[config.mk]
export PLATFORM = sky130hd
export DESIGN_NAME = return_home_velocity_guidance
export DESIGN_NICKNAME = d
export VERILOG_FILES = /design/src/rtl/rhvg_pkg.sv /design/src/rtl/return_home_velocity_guidance.sv
export SDC_FILE = /design/constraint.sdc
export NUM_CORES = 2
export LEC_CHECK = 0
export BUFFER_PORTS_ARGS = -buffer_cell sky130_fd_sc_hd__buf_2
export CORE_ASPECT_RATIO = 0.75
export CORE_MARGIN = 5
export CORE_UTILIZATION = 44
export DETAILED_ROUTE_END_ITERATION = 10
export PLACE_DENSITY = 0.6
export SYNTH_ARGS = -nofsm -noshare
export SYNTH_HDL_FRONTEND = slang
export SYNTH_SLANG_ARGS = --single-unit
[constraint.sdc]
create_clock -name clk -period 16.2 [get_ports clk]
set_clock_uncertainty 0.15 [all_clocks]
set_input_delay 0 -clock clk [delete_from_list [all_inputs] [get_ports clk]]
set_output_delay 0 -clock clk [all_outputs]
set_load 0.03 [all_outputs]
[src/rtl/rhvg_pkg.sv]
// Package for the return-home velocity guidance block: sequencer states, register map, defaults.
package rhvg_pkg;

  localparam int COMPLETE_TICKS_DEF = 50;
  localparam int CFG_IDX_W = 8;
  localparam int CFG_DATA_W = 32;
  localparam int IN_DATA_W = 80;
  localparam int OUT_DATA_W = 72;

  localparam logic [CFG_IDX_W-1:0] REG_HOME_X = 8'd0;
  localparam logic [CFG_IDX_W-1:0] REG_HOME_Y = 8'd1;
  localparam logic [CFG_IDX_W-1:0] REG_CRUISE = 8'd2;
  localparam logic [CFG_IDX_W-1:0] REG_DECEL = 8'd3;
  localparam logic [CFG_IDX_W-1:0] REG_NEAR_R = 8'd4;
  localparam logic [CFG_IDX_W-1:0] REG_MAX_STEP = 8'd5;
  localparam logic [CFG_IDX_W-1:0] REG_HOME_R = 8'd6;
  localparam logic [CFG_IDX_W-1:0] REG_DONE_GS = 8'd7;

  localparam logic [15:0] CRUISE_RST = 16'd5000;
  localparam logic [15:0] DECEL_RST = 16'd1000;
  localparam logic [19:0] NEAR_R_RST = 20'd5000;
  localparam logic [15:0] MAX_STEP_RST = 16'd40;
  localparam logic [19:0] HOME_R_RST = 20'd1000;
  localparam logic [15:0] DONE_GS_RST = 16'd300;

  localparam logic [31:0] DIR_MIN_DIST = 32'd10;
  localparam logic signed [19:0] CMD_LIM = 20'sd131071;
  localparam logic signed [17:0] OUT_LIM = 18'sd65535;

  localparam int SQRT_STEPS = 32;
  localparam int DIV_STEPS = 18;

  typedef enum logic [4:0] {
    ST_IDLE, ST_SQA, ST_SQB, ST_SQC, ST_SQRT, ST_DIV, ST_ARRIVE, ST_BRK, ST_SPD,
    ST_NDIV, ST_NQ, ST_WX, ST_XDIV, ST_XQ, ST_YDIV, ST_YQ, ST_DV, ST_MSQA,
    ST_MSQB, ST_MSQC, ST_MAG, ST_SXDIV, ST_SXQ, ST_SYDIV, ST_SYQ, ST_UPD, ST_OUT
  } rhvg_state_t;

endpackage

[src/rtl/return_home_velocity_guidance.sv]
// Return-home velocity guidance: bit-serial sequencer for distance, target speed and step limit.
//
// Usage: one input beat per control tick on s_* carries the position, ground speed and a
// restart flag; one result beat on m_* carries the smoothed velocity command, the distance
// to home and the completion flag. Registers are written on the cfg_* channel (index, data);
// the user must write them only while the block is idle, which the block does not enforce.
// cfg_ready is always high. Each beat runs through a sequencer around one shared multiplier
// and one shift register unit that works as a restoring square root (2 bits per cycle) or
// as a restoring divider (1 quotient bit per cycle). A full tick runs three square roots
// and up to five divisions between acceptance and the result register; once complete,
// a tick computes the distance only.
// s_tready is high only while the sequencer is idle; a finished result waits in the
// output register, so a new beat is taken while m_tready is low, and the sequencer holds
// in its last state until the output register frees up.
// Reset (rst, synchronous) restores the register defaults, clears the velocity command,
// the near-home counter and the completion flag, and empties the output register.
module return_home_velocity_guidance #(
  parameter int COMPLETE_TICKS = rhvg_pkg::COMPLETE_TICKS_DEF
) (
  input  logic                                clk,
  input  logic                                rst,
  input  logic                                s_tvalid,
  output logic                                s_tready,
  // pos_x[30:0], pos_y[61:31], ground_speed[77:62], restart[78], zero[79]
  input  logic [rhvg_pkg::IN_DATA_W-1:0]      s_tdata,
  output logic                                m_tvalid,
  input  logic                                m_tready,
  // vel_x_cmd[16:0], vel_y_cmd[33:17], distance[65:34], complete[66], zero[71:67]
  output logic [rhvg_pkg::OUT_DATA_W-1:0]     m_tdata,
  input  logic                                cfg_valid,
  output logic                                cfg_ready,
  input  logic [rhvg_pkg::CFG_IDX_W-1:0]      cfg_index,
  input  logic [rhvg_pkg::CFG_DATA_W-1:0]     cfg_data
);
  import rhvg_pkg::*;

  localparam logic [15:0] CT = 16'(COMPLETE_TICKS);

  logic signed [30:0] home_x, home_y;
  logic [15:0] cruise_speed, brake_decel, max_step, done_ground_speed;
  logic [19:0] near_radius, home_radius;

  logic signed [17:0] cmd_vx, cmd_vy;
  logic [15:0] near_ticks;
  logic done_flag;

  rhvg_state_t state, state_next, after;
  logic [30:0] ax, ay;
  logic neg_x, neg_y;
  logic [15:0] gs;
  logic [63:0] prod, acc, rad;
  logic [35:0] rem;
  logic [31:0] root, dist_mm;
  logic [32:0] dvs;
  logic [4:0] cnt;
  logic [15:0] speed;
  logic signed [16:0] wx, wy;
  logic signed [18:0] dvx, dvy;
  logic [18:0] mag;

  logic [31:0] mul_a, mul_b;
  logic [63:0] sqrt_in, div_in;
  logic [35:0] sq_sh, sq_tr, dv_sh;
  logic sq_ge, dv_ge;
  logic [17:0] ux, uy;
  logic near;
  logic [15:0] nt_new, spd_min;
  logic signed [31:0] diff_x, diff_y;
  logic signed [19:0] sum_x, sum_y;
  logic signed [17:0] out_x, out_y;

  assign cfg_ready = 1'b1;
  assign s_tready = (state == ST_IDLE);

  assign diff_x = {home_x[30], home_x} - {s_tdata[30], s_tdata[30:0]};
  assign diff_y = {home_y[30], home_y} - {s_tdata[61], s_tdata[61:31]};

  assign ux = dvx[18] ? 18'(-dvx) : dvx[17:0];
  assign uy = dvy[18] ? 18'(-dvy) : dvy[17:0];

  assign sq_sh = {rem[33:0], rad[63:62]};
  assign sq_tr = {2'b00, root, 2'b01};
  assign sq_ge = sq_sh >= sq_tr;
  assign dv_sh = {rem[34:0], rad[63]};
  assign dv_ge = dv_sh >= {3'b000, dvs};

  assign near = root <= {12'd0, home_radius};
  always_comb begin
    if (!near) begin
      nt_new = '0;
    end else if (near_ticks < CT) begin
      nt_new = near_ticks + 16'd1;
    end else begin
      nt_new = near_ticks;
    end
  end

  assign spd_min = (root > {16'd0, cruise_speed}) ? cruise_speed : root[15:0];

  assign sum_x = {{2{cmd_vx[17]}}, cmd_vx} + {dvx[18], dvx};
  assign sum_y = {{2{cmd_vy[17]}}, cmd_vy} + {dvy[18], dvy};

  always_comb begin
    if (cmd_vx > OUT_LIM) begin
      out_x = OUT_LIM;
    end else if (cmd_vx < -OUT_LIM) begin
      out_x = -OUT_LIM;
    end else begin
      out_x = cmd_vx;
    end
    if (cmd_vy > OUT_LIM) begin
      out_y = OUT_LIM;
    end else if (cmd_vy < -OUT_LIM) begin
      out_y = -OUT_LIM;
    end else begin
      out_y = cmd_vy;
    end
  end

  always_comb begin
    mul_a = '0;
    mul_b = '0;
    sqrt_in = acc + prod;
    div_in = prod;
    case (state)
      ST_SQA: begin
        mul_a = {1'b0, ax};
        mul_b = {1'b0, ax};
      end
      ST_SQB: begin
        mul_a = {1'b0, ay};
        mul_b = {1'b0, ay};
      end
      ST_ARRIVE: begin
        mul_a = {16'd0, brake_decel};
        mul_b = root;
      end
      ST_BRK: sqrt_in = {prod[62:0], 1'b0};
      ST_SPD: begin
        mul_a = {16'd0, spd_min};
        mul_b = dist_mm;
      end
      ST_WX: begin
        mul_a = {1'b0, ax};
        mul_b = {16'd0, speed};
      end
      ST_XDIV, ST_YDIV: div_in = {prod[62:0], 1'b0} + {32'd0, dist_mm};
      ST_XQ: begin
        mul_a = {1'b0, ay};
        mul_b = {16'd0, speed};
      end
      ST_MSQA: begin
        mul_a = {14'd0, ux};
        mul_b = {14'd0, ux};
      end
      ST_MSQB: begin
        mul_a = {14'd0, uy};
        mul_b = {14'd0, uy};
      end
      ST_MAG: begin
        mul_a = {14'd0, ux};
        mul_b = {16'd0, max_step};
      end
      ST_SXQ: begin
        mul_a = {14'd0, uy};
        mul_b = {16'd0, max_step};
      end
      default: ;
    endcase
  end

  always_comb begin
    state_next = state;
    case (state)
      ST_IDLE: if (s_tvalid) state_next = ST_SQA;
      ST_SQA: state_next = ST_SQB;
      ST_SQB: state_next = ST_SQC;
      ST_SQC: state_next = ST_SQRT;
      ST_SQRT, ST_DIV: if (cnt == 5'd0) state_next = after;
      ST_ARRIVE: state_next = done_flag ? ST_OUT : ST_BRK;
      ST_BRK: state_next = ST_SQRT;
      ST_SPD: state_next = (dist_mm < {12'd0, near_radius}) ? ST_NDIV : ST_WX;
      ST_NDIV: state_next = ST_DIV;
      ST_NQ: state_next = ST_WX;
      ST_WX: state_next = (dist_mm > DIR_MIN_DIST) ? ST_XDIV : ST_DV;
      ST_XDIV: state_next = ST_DIV;
      ST_XQ: state_next = ST_YDIV;
      ST_YDIV: state_next = ST_DIV;
      ST_YQ: state_next = ST_DV;
      ST_DV: state_next = ST_MSQA;
      ST_MSQA: state_next = ST_MSQB;
      ST_MSQB: state_next = ST_MSQC;
      ST_MSQC: state_next = ST_SQRT;
      ST_MAG: state_next = (root > {16'd0, max_step}) ? ST_SXDIV : ST_UPD;
      ST_SXDIV: state_next = ST_DIV;
      ST_SXQ: state_next = ST_SYDIV;
      ST_SYDIV: state_next = ST_DIV;
      ST_SYQ: state_next = ST_UPD;
      ST_UPD: state_next = ST_OUT;
      ST_OUT: if (!m_tvalid || m_tready) state_next = ST_IDLE;
      default: state_next = ST_IDLE;
    endcase
  end

  always_ff @(posedge clk) begin
    if (rst) begin
      state <= ST_IDLE;
    end else begin
      state <= state_next;
    end
  end

  always_ff @(posedge clk) begin
    if (rst) begin
      home_x <= '0;
      home_y <= '0;
      cruise_speed <= CRUISE_RST;
      brake_decel <= DECEL_RST;
      near_radius <= NEAR_R_RST;
      max_step <= MAX_STEP_RST;
      home_radius <= HOME_R_RST;
      done_ground_speed <= DONE_GS_RST;
    end else if (cfg_valid) begin
      case (cfg_index)
        REG_HOME_X: home_x <= cfg_data[30:0];
        REG_HOME_Y: home_y <= cfg_data[30:0];
        REG_CRUISE: cruise_speed <= cfg_data[15:0];
        REG_DECEL: brake_decel <= cfg_data[15:0];
        REG_NEAR_R: near_radius <= cfg_data[19:0];
        REG_MAX_STEP: max_step <= cfg_data[15:0];
        REG_HOME_R: home_radius <= cfg_data[19:0];
        REG_DONE_GS: done_ground_speed <= cfg_data[15:0];
        default: ;
      endcase
    end
  end

  always_ff @(posedge clk) begin
    if (rst) begin
      cmd_vx <= '0;
      cmd_vy <= '0;
      near_ticks <= '0;
      done_flag <= 1'b0;
      m_tvalid <= 1'b0;
    end else begin
      if (state == ST_OUT && (!m_tvalid || m_tready)) begin
        m_tvalid <= 1'b1;
      end else if (m_tvalid && m_tready) begin
        m_tvalid <= 1'b0;
      end
      case (state)
        ST_IDLE: begin
          if (s_tvalid && s_tdata[78]) begin
            cmd_vx <= '0;
            cmd_vy <= '0;
            near_ticks <= '0;
            done_flag <= 1'b0;
          end
        end
        ST_ARRIVE: begin
          if (!done_flag) begin
            near_ticks <= nt_new;
            done_flag <= near && (gs <= done_ground_speed || nt_new >= CT);
          end
        end
        ST_UPD: begin
          if (sum_x > CMD_LIM) begin
            cmd_vx <= CMD_LIM[17:0];
          end else if (sum_x < -CMD_LIM) begin
            cmd_vx <= 18'(-CMD_LIM);
          end else begin
            cmd_vx <= sum_x[17:0];
          end
          if (sum_y > CMD_LIM) begin
            cmd_vy <= CMD_LIM[17:0];
          end else if (sum_y < -CMD_LIM) begin
            cmd_vy <= 18'(-CMD_LIM);
          end else begin
            cmd_vy <= sum_y[17:0];
          end
        end
        default: ;
      endcase
    end
  end

  always_ff @(posedge clk) begin
    prod <= mul_a * mul_b;
    case (state)
      ST_IDLE: begin
        neg_x <= diff_x[31];
        neg_y <= diff_y[31];
        ax <= diff_x[31] ? 31'(-diff_x) : diff_x[30:0];
        ay <= diff_y[31] ? 31'(-diff_y) : diff_y[30:0];
        gs <= s_tdata[77:62];
      end
      ST_SQB, ST_MSQB: acc <= prod;
      ST_SQC, ST_BRK, ST_MSQC: begin
        rad <= sqrt_in;
        rem <= '0;
        root <= '0;
        cnt <= 5'(SQRT_STEPS - 1);
        case (state)
          ST_SQC: after <= ST_ARRIVE;
          ST_BRK: after <= ST_SPD;
          default: after <= ST_MAG;
        endcase
      end
      ST_NDIV, ST_XDIV, ST_YDIV, ST_SXDIV, ST_SYDIV: begin
        rad <= {div_in[DIV_STEPS-1:0], {(64-DIV_STEPS){1'b0}}};
        rem <= div_in[DIV_STEPS+35:DIV_STEPS];
        root <= '0;
        cnt <= 5'(DIV_STEPS - 1);
        case (state)
          ST_NDIV: begin
            dvs <= {13'd0, near_radius};
            after <= ST_NQ;
          end
          ST_XDIV: begin
            dvs <= {dist_mm, 1'b0};
            after <= ST_XQ;
          end
          ST_YDIV: begin
            dvs <= {dist_mm, 1'b0};
            after <= ST_YQ;
          end
          ST_SXDIV: begin
            dvs <= {14'd0, mag};
            after <= ST_SXQ;
          end
          default: begin
            dvs <= {14'd0, mag};
            after <= ST_SYQ;
          end
        endcase
      end
      ST_SQRT: begin
        rad <= {rad[61:0], 2'b00};
        cnt <= cnt - 5'd1;
        if (sq_ge) begin
          rem <= sq_sh - sq_tr;
          root <= {root[30:0], 1'b1};
        end else begin
          rem <= sq_sh;
          root <= {root[30:0], 1'b0};
        end
      end
      ST_DIV: begin
        rad <= {rad[62:0], 1'b0};
        cnt <= cnt - 5'd1;
        if (dv_ge) begin
          rem <= dv_sh - {3'b000, dvs};
          root <= {root[30:0], 1'b1};
        end else begin
          rem <= dv_sh;
          root <= {root[30:0], 1'b0};
        end
      end
      ST_ARRIVE: dist_mm <= root;
      ST_SPD: speed <= spd_min;
      ST_NQ: speed <= root[15:0];
      ST_WX: begin
        wx <= '0;
        wy <= '0;
      end
      ST_XQ: wx <= neg_x ? -$signed(root[16:0]) : $signed(root[16:0]);
      ST_YQ: wy <= neg_y ? -$signed(root[16:0]) : $signed(root[16:0]);
      ST_DV: begin
        dvx <= {{2{wx[16]}}, wx} - {cmd_vx[17], cmd_vx};
        dvy <= {{2{wy[16]}}, wy} - {cmd_vy[17], cmd_vy};
      end
      ST_MAG: mag <= root[18:0];
      ST_SXQ: dvx <= dvx[18] ? -$signed({2'b00, root[16:0]}) : $signed({2'b00, root[16:0]});
      ST_SYQ: dvy <= dvy[18] ? -$signed({2'b00, root[16:0]}) : $signed({2'b00, root[16:0]});
      ST_OUT: begin
        if (!m_tvalid || m_tready) begin
          m_tdata <= {5'd0, done_flag, dist_mm, out_y[16:0], out_x[16:0]};
        end
      end
      default: ;
    endcase
  end

endmodule
# After elaboration in Yosys (flattened, before gate mapping)
# Cells that the tools add are included.
# W data, S select, Z words.
op_classes:
  add_sub_neg: 18
  mul: 1
  order_cmp: 18
  eq_ne: 38
  n_mux: 57
  reduce_logical: 49
ops:
  columns: ["op", "n"]
  rows:
  - ["$pmux W32 S8", 1]
  - ["$pmux W64 S4", 1]
  - ["$pmux W31 S6", 1]
  - ["$pmux W35 S4", 1]
  - ["$mux W18", 7]
  - ["$pmux W5 S20", 1]
  - ["$pmux W32 S3", 1]
  - ["$mux W16", 5]
  - ["$pmux W19 S2", 2]
  - ["$pmux W18 S2", 2]
  - ["$mux W35", 2]
  - ["$mux W17", 4]
  - ["$pmux W17 S2", 2]
  - ["$pmux W33 S2", 1]
  - ["$add A64 B64 Y64", 1]
  - ["$gt A32 B16 Y1", 2]
  - ["$mul A32 B32 Y64", 1]
  - ["$mux W64", 1]
  - ["$pmux W16 S2", 2]
  - ["$sub A31 B31 Y32", 2]
  - ["$mux W31", 2]
  - ["$neg A31 Y31", 2]
  - ["$eq A5 B5 Y1 const B", 11]
  - ["$add A53 B32 Y53", 1]
  - ["54 further kinds", 125]
word_totals:
  reg_bits: 813
  in_bits: 125
  wordCells: 220

# Logic depth before layout (Yosys ltp)
depth:
  depth_word: 8
  depth_mapped: 45
  mapped_depth_nobuf: 43

# Least setup slack after synthesis
# No wires, ideal clock.
synth_timing:
  path_type: "register to register"
  start: "register state[1]"
  end: "register prod[57]"
  setup_ns: 0.072
  t_arrival_ns: 11.100
  t_required_ns: 15.978
  slack_ns: 4.878
  path_stages_with_launch: 38
  path_buffers: 4
  synth_period_minus_slack_ns: 11.322
  cell_sequence: "dfxtp_1 -> clkbuf_1 -> clkinv_1 -> nor2_1 -> nand2_1 -> inv_1 -> nand2_1 -> nand2_1 -> buf_1 -> a221o_1 -> clkbuf_1 -> nand2_1 -> fa_1 -> inv_1 -> fa_1 -> inv_1 -> fa_1 -> inv_1 -> [2 not listed] -> fa_1 -> fa_1 -> inv_1 -> fa_1 -> inv_1 -> ha_1 -> clkbuf_1 -> a21o_1 -> or2_2 -> a31oi_1 -> a211oi_1 -> nor2b_1 -> o221ai_1 -> o311a_1 -> a41oi_1 -> or4b_1 -> a31oi_1 -> xnor2_1"
synth_between:
  elab_chain_cells: 4
  word_cells_on_any_way: 19
  cone_classes: "mul: 1; eq/ne: 10; mux: 2; reduce/logical: 6"
synth_rtl:
  columns: ["element", "line", "source"]
  rows:
  - ["start: declaration", "return_home_velocity_guidance.sv:47", "rhvg_state_t state, state_next, after;"]
  - ["start signal: assignment", "return_home_velocity_guidance.sv:209", "state <= state_next;"]
  - ["$eq A5 B5 Y1 (tied with other cells)", "return_home_velocity_guidance.sv:125", "case (state)"]
  - ["$reduce_or A2 Y1 (no source line)", null, null]
  - ["$pmux W32 S8 / $pmux W31 S6 (equally long branches)", "return_home_velocity_guidance.sv:125", null]
  - ["$mul A32 B32 Y64 *", "return_home_velocity_guidance.sv:288", "prod <= mul_a * mul_b;"]
  - ["end signal: assignment", "return_home_velocity_guidance.sv:288", null]
  - ["end: declaration", "return_home_velocity_guidance.sv:51", "logic [63:0] prod, acc, rad;"]
# Mark *: on every way between the ends. The rest lies on a longest branch, timed or not.
# A chain may end at the register's enable or synchronous reset.

# Worst setup path in the final report
layout_timing:
  start: "register state[0]"
  end: "register prod[57]"
# Same word-level chain as after synthesis.

==> results_dict.tcl <==
set metrics [dict create \
    outcome "complete, but fails checks" \
    violations "capacitance limit" \
    syn-mean-instance-area_um2 8.89 \
    synth-seq-cells 813 \
    finalCriticalPeriod_ns 13.18 \
    grt_first_pass_wirelength_um 475000 \
    dieHeight_um 390 \
    synth_compound_area_frac 0.158 \
    row_count 139 \
    path_max_fanout 59 \
    design.core.area_mm2 0.192 \
    h-tree-depth 3 \
    crit_slowest_cell "nor3_1" \
    synth_top_area_cell "fa_1" \
    grt_overflow 0 \
    yosysWarnings 0 \
    worst-r2r-cell-count 34 \
    crit_top_cell "fa_1" \
    grt_pass1_vias 72400 \
    dieArea_mm2 0.202 \
    final_layout_size_suffix_gt1_frac 0.0702 \
    vias 73700 \
    synth_edf_count 524 \
    drc_errors 0 \
    antenna_found_initial 18 \
    yosys.area_share.adder 0.303 \
    worstPathRequired_ns 16.70 \
    worst_pin_slew_ns 1.48 \
    synthMuxAreaShare 0.00963 \
    synth_xor_area_frac 0.0491 \
    post_cts_buffers 0 \
    initial_core_util 0.443 \
    port_buffers 191 \
    grt_usage 0.315 \
    seq_area_frac_synth 0.254 \
    drtIter0Drc 8987 \
    cts_inserted_buffers 89 \
    synth-simple-area-share 0.150 \
    hold_viol_final 0 \
    root_buffer "clkbuf_16" \
    cp-start-kind "register" \
    drtAntennaViolNets 0 \
    globalplace.congestion 1.03 \
    num_io_pins 200 \
    maxSlewHeadroom 0.00886 \
    cts.sinks 813 \
    cts_tree "yes" \
    end_kind "register" \
    chipWidth_um 517 \
    ys_async_sr_fraction 0 \
    dp_hpwl_um 251000 \
    synth_top_area_share 0.207 \
    vias_per_cell 5.96 \
    clockBufferDepth 3 \
    path_class "register to register" \
    wl_per_cell_um 26.0 \
    hp-class "input pin to register" \
    ys.flop_type "edfxtp_1" \
    netlist_area_mm2 0.0849 \
    wl_um 322000 \
    synth.distinct_cells 100 \
    grt_max_degree 76 \
    yosysMostFrequentCell "nand2_1" \
    synth_common_cells "nand2_1 (1339), inv_1 (1217), fa_1 (876), nor2_1 (740), ha_1 (654)" \
    firstDrtPassIters 7 \
    drv_cap 2 \
    clk_pin_slew_ns 0.06 \
    arrival_ns 13.68 \
    area_growth_pct 10.8 \
    grt_setup_unrepaired "false" \
    clock.fmax_ghz 0.0759 \
    setup_viol 0 \
    clk_latency_ns 0.74 \
    synth_top_family_by_area "adder cells" \
    synthCells 9546 \
    holdPathStages 7 \
    fin_tns_setup_ns 0 \
    nets 11400 \
    slowest_delay_ns 0.96 \
    drv_slew 0 \
    fin_crit_sh 0.813 \
    final_util 0.490 \
    synth_area_leaders "fa_1 (21%), edfxtp_1 (19%), ha_1 (9.6%), dfxtp_1 (6.8%), nand2_1 (5.9%)" \
]
flip-flops by register name, summed over array words and instances (netlist names), 32 cells and up:
name,count
m_tdata,67
dist_mm,32
prod,64
acc,64
rem,35
rad,64
root,32
dvs,33
cell families after synthesis:
| kind of cell | count (synthesis) |
|---|---|
| flip-flops | 813 |
| adder cells (fa/ha/maj) | 1530 |
| AO/OA/AOI/OAI | 2065 |
| XOR/XNOR | 476 |
| AND/OR/NAND/NOR | 2873 |
| multiplexers | 80 |
| buffers and inverters | 1707 |
| other | 2 |
layer usage:
metal / vias to the layer above / routed length (um) / global-route usage
met5: - / 80 / 0
li1: 32600 / - / -
met3: 589 / 45900 / 0.124
met4: 8 / 11900 / 0.101
met1: 36400 / 139000 / 0.456
met2: 4149 / 125000 / 0.426
stage by stage:
step           cells  area, um2  worst slack [ns]  hold slack [ns]
6_report       12400      94000              3.02           0.0689
4_1_cts        12400      94000              3.52          0.00161
2_1_floorplan   9566      84900              4.88          -0.0511
5_1_grt        12400      94000              2.75           0.0599
3_5_place_dp   12000      89300              3.57           0.0305
3_3_place_gp   12000      89300              3.67           0.0290
cells in the final DEF, fill, tap and decap left out, types with 61 or more instances in the layout:
cell / synthesis / final
fa_1: 876 / 876
nand4_1: 70 / 70
and3_1: 66 / 64
mux2i_1: 67 / 67
or3_1: 61 / 61
ha_1: 654 / 654
a22oi_1: 121 / 121
xnor2_1: 307 / 307
xor2_1: 169 / 169
dfxtp_1: 289 / 287
edfxtp_1: 524 / 524
buf_2: 9 / 190
clkbuf_16: 0 / 95
nand2b_1: 67 / 66
a21oi_1: 627 / 623
nor2_1: 740 / 730
o21a_1: 94 / 94
o211ai_1: 62 / 62
and2_1: 83 / 83
nor2b_1: 87 / 87
nor3_1: 70 / 63
nand2_1: 1339 / 1338
a21o_1: 222 / 222
o21ai_0: 310 / 308
dlygate4sd3_1: 0 / 165
buf_4: 6 / 219
inv_1: 1217 / 1215
nand3_1: 130 / 130
critical path: cells and delay by family, from the launching register on:
| kind | cells | cell delay [ns] |
|---|---|---|
| buffers and inverters | 6 | 0.84 |
| xor gates and xnor gates | 1 | 0.16 |
| AOI/OAI and AO/OA | 9 | 3.15 |
| DFF | 1 | 0.32 |
| adders and majority gates | 9 | 4.62 |
| and+or+nand+nor | 9 | 3.81 |
worst paths after layout:
path                               startpoint                           to  slack (ns)
setup / recovery        state[0]$_SDFFE_PP0P_             prod[57]$_DFF_P_        3.02
hold / removal                    s_tdata[61]             ay[15]$_DFFE_PP_        0.07
setup reg to reg        state[0]$_SDFFE_PP0P_             prod[57]$_DFF_P_        3.02
hold reg to reg   home_radius[1]$_SDFFE_PP0P_  home_radius[1]$_SDFFE_PP0P_        0.30
what timing repair did:
item                                   4_1_cts  5_1_grt
hold buffers                               165        0
resized for setup                            0        0
setup endpoints to repair                    0        0
endpoints found under the hold margin      283        0
cell type report:
class | count | area [um2]
clock buffers | 125 | 2630
clock inverters | 42 | 427
flip-flops and latches | 813 | 21500
well taps | 2538 | 3180
repair buffers | 575 | 4260
multi-input cells | 7046 | 57300
fillers | 18000 | 97700
diodes | 3 | 7.51
inverters | 1237 | 4640
Power is left out: the tool's default activity adds up to more than one toggle a clock period on the data nets, which glitch-free logic cannot reach.
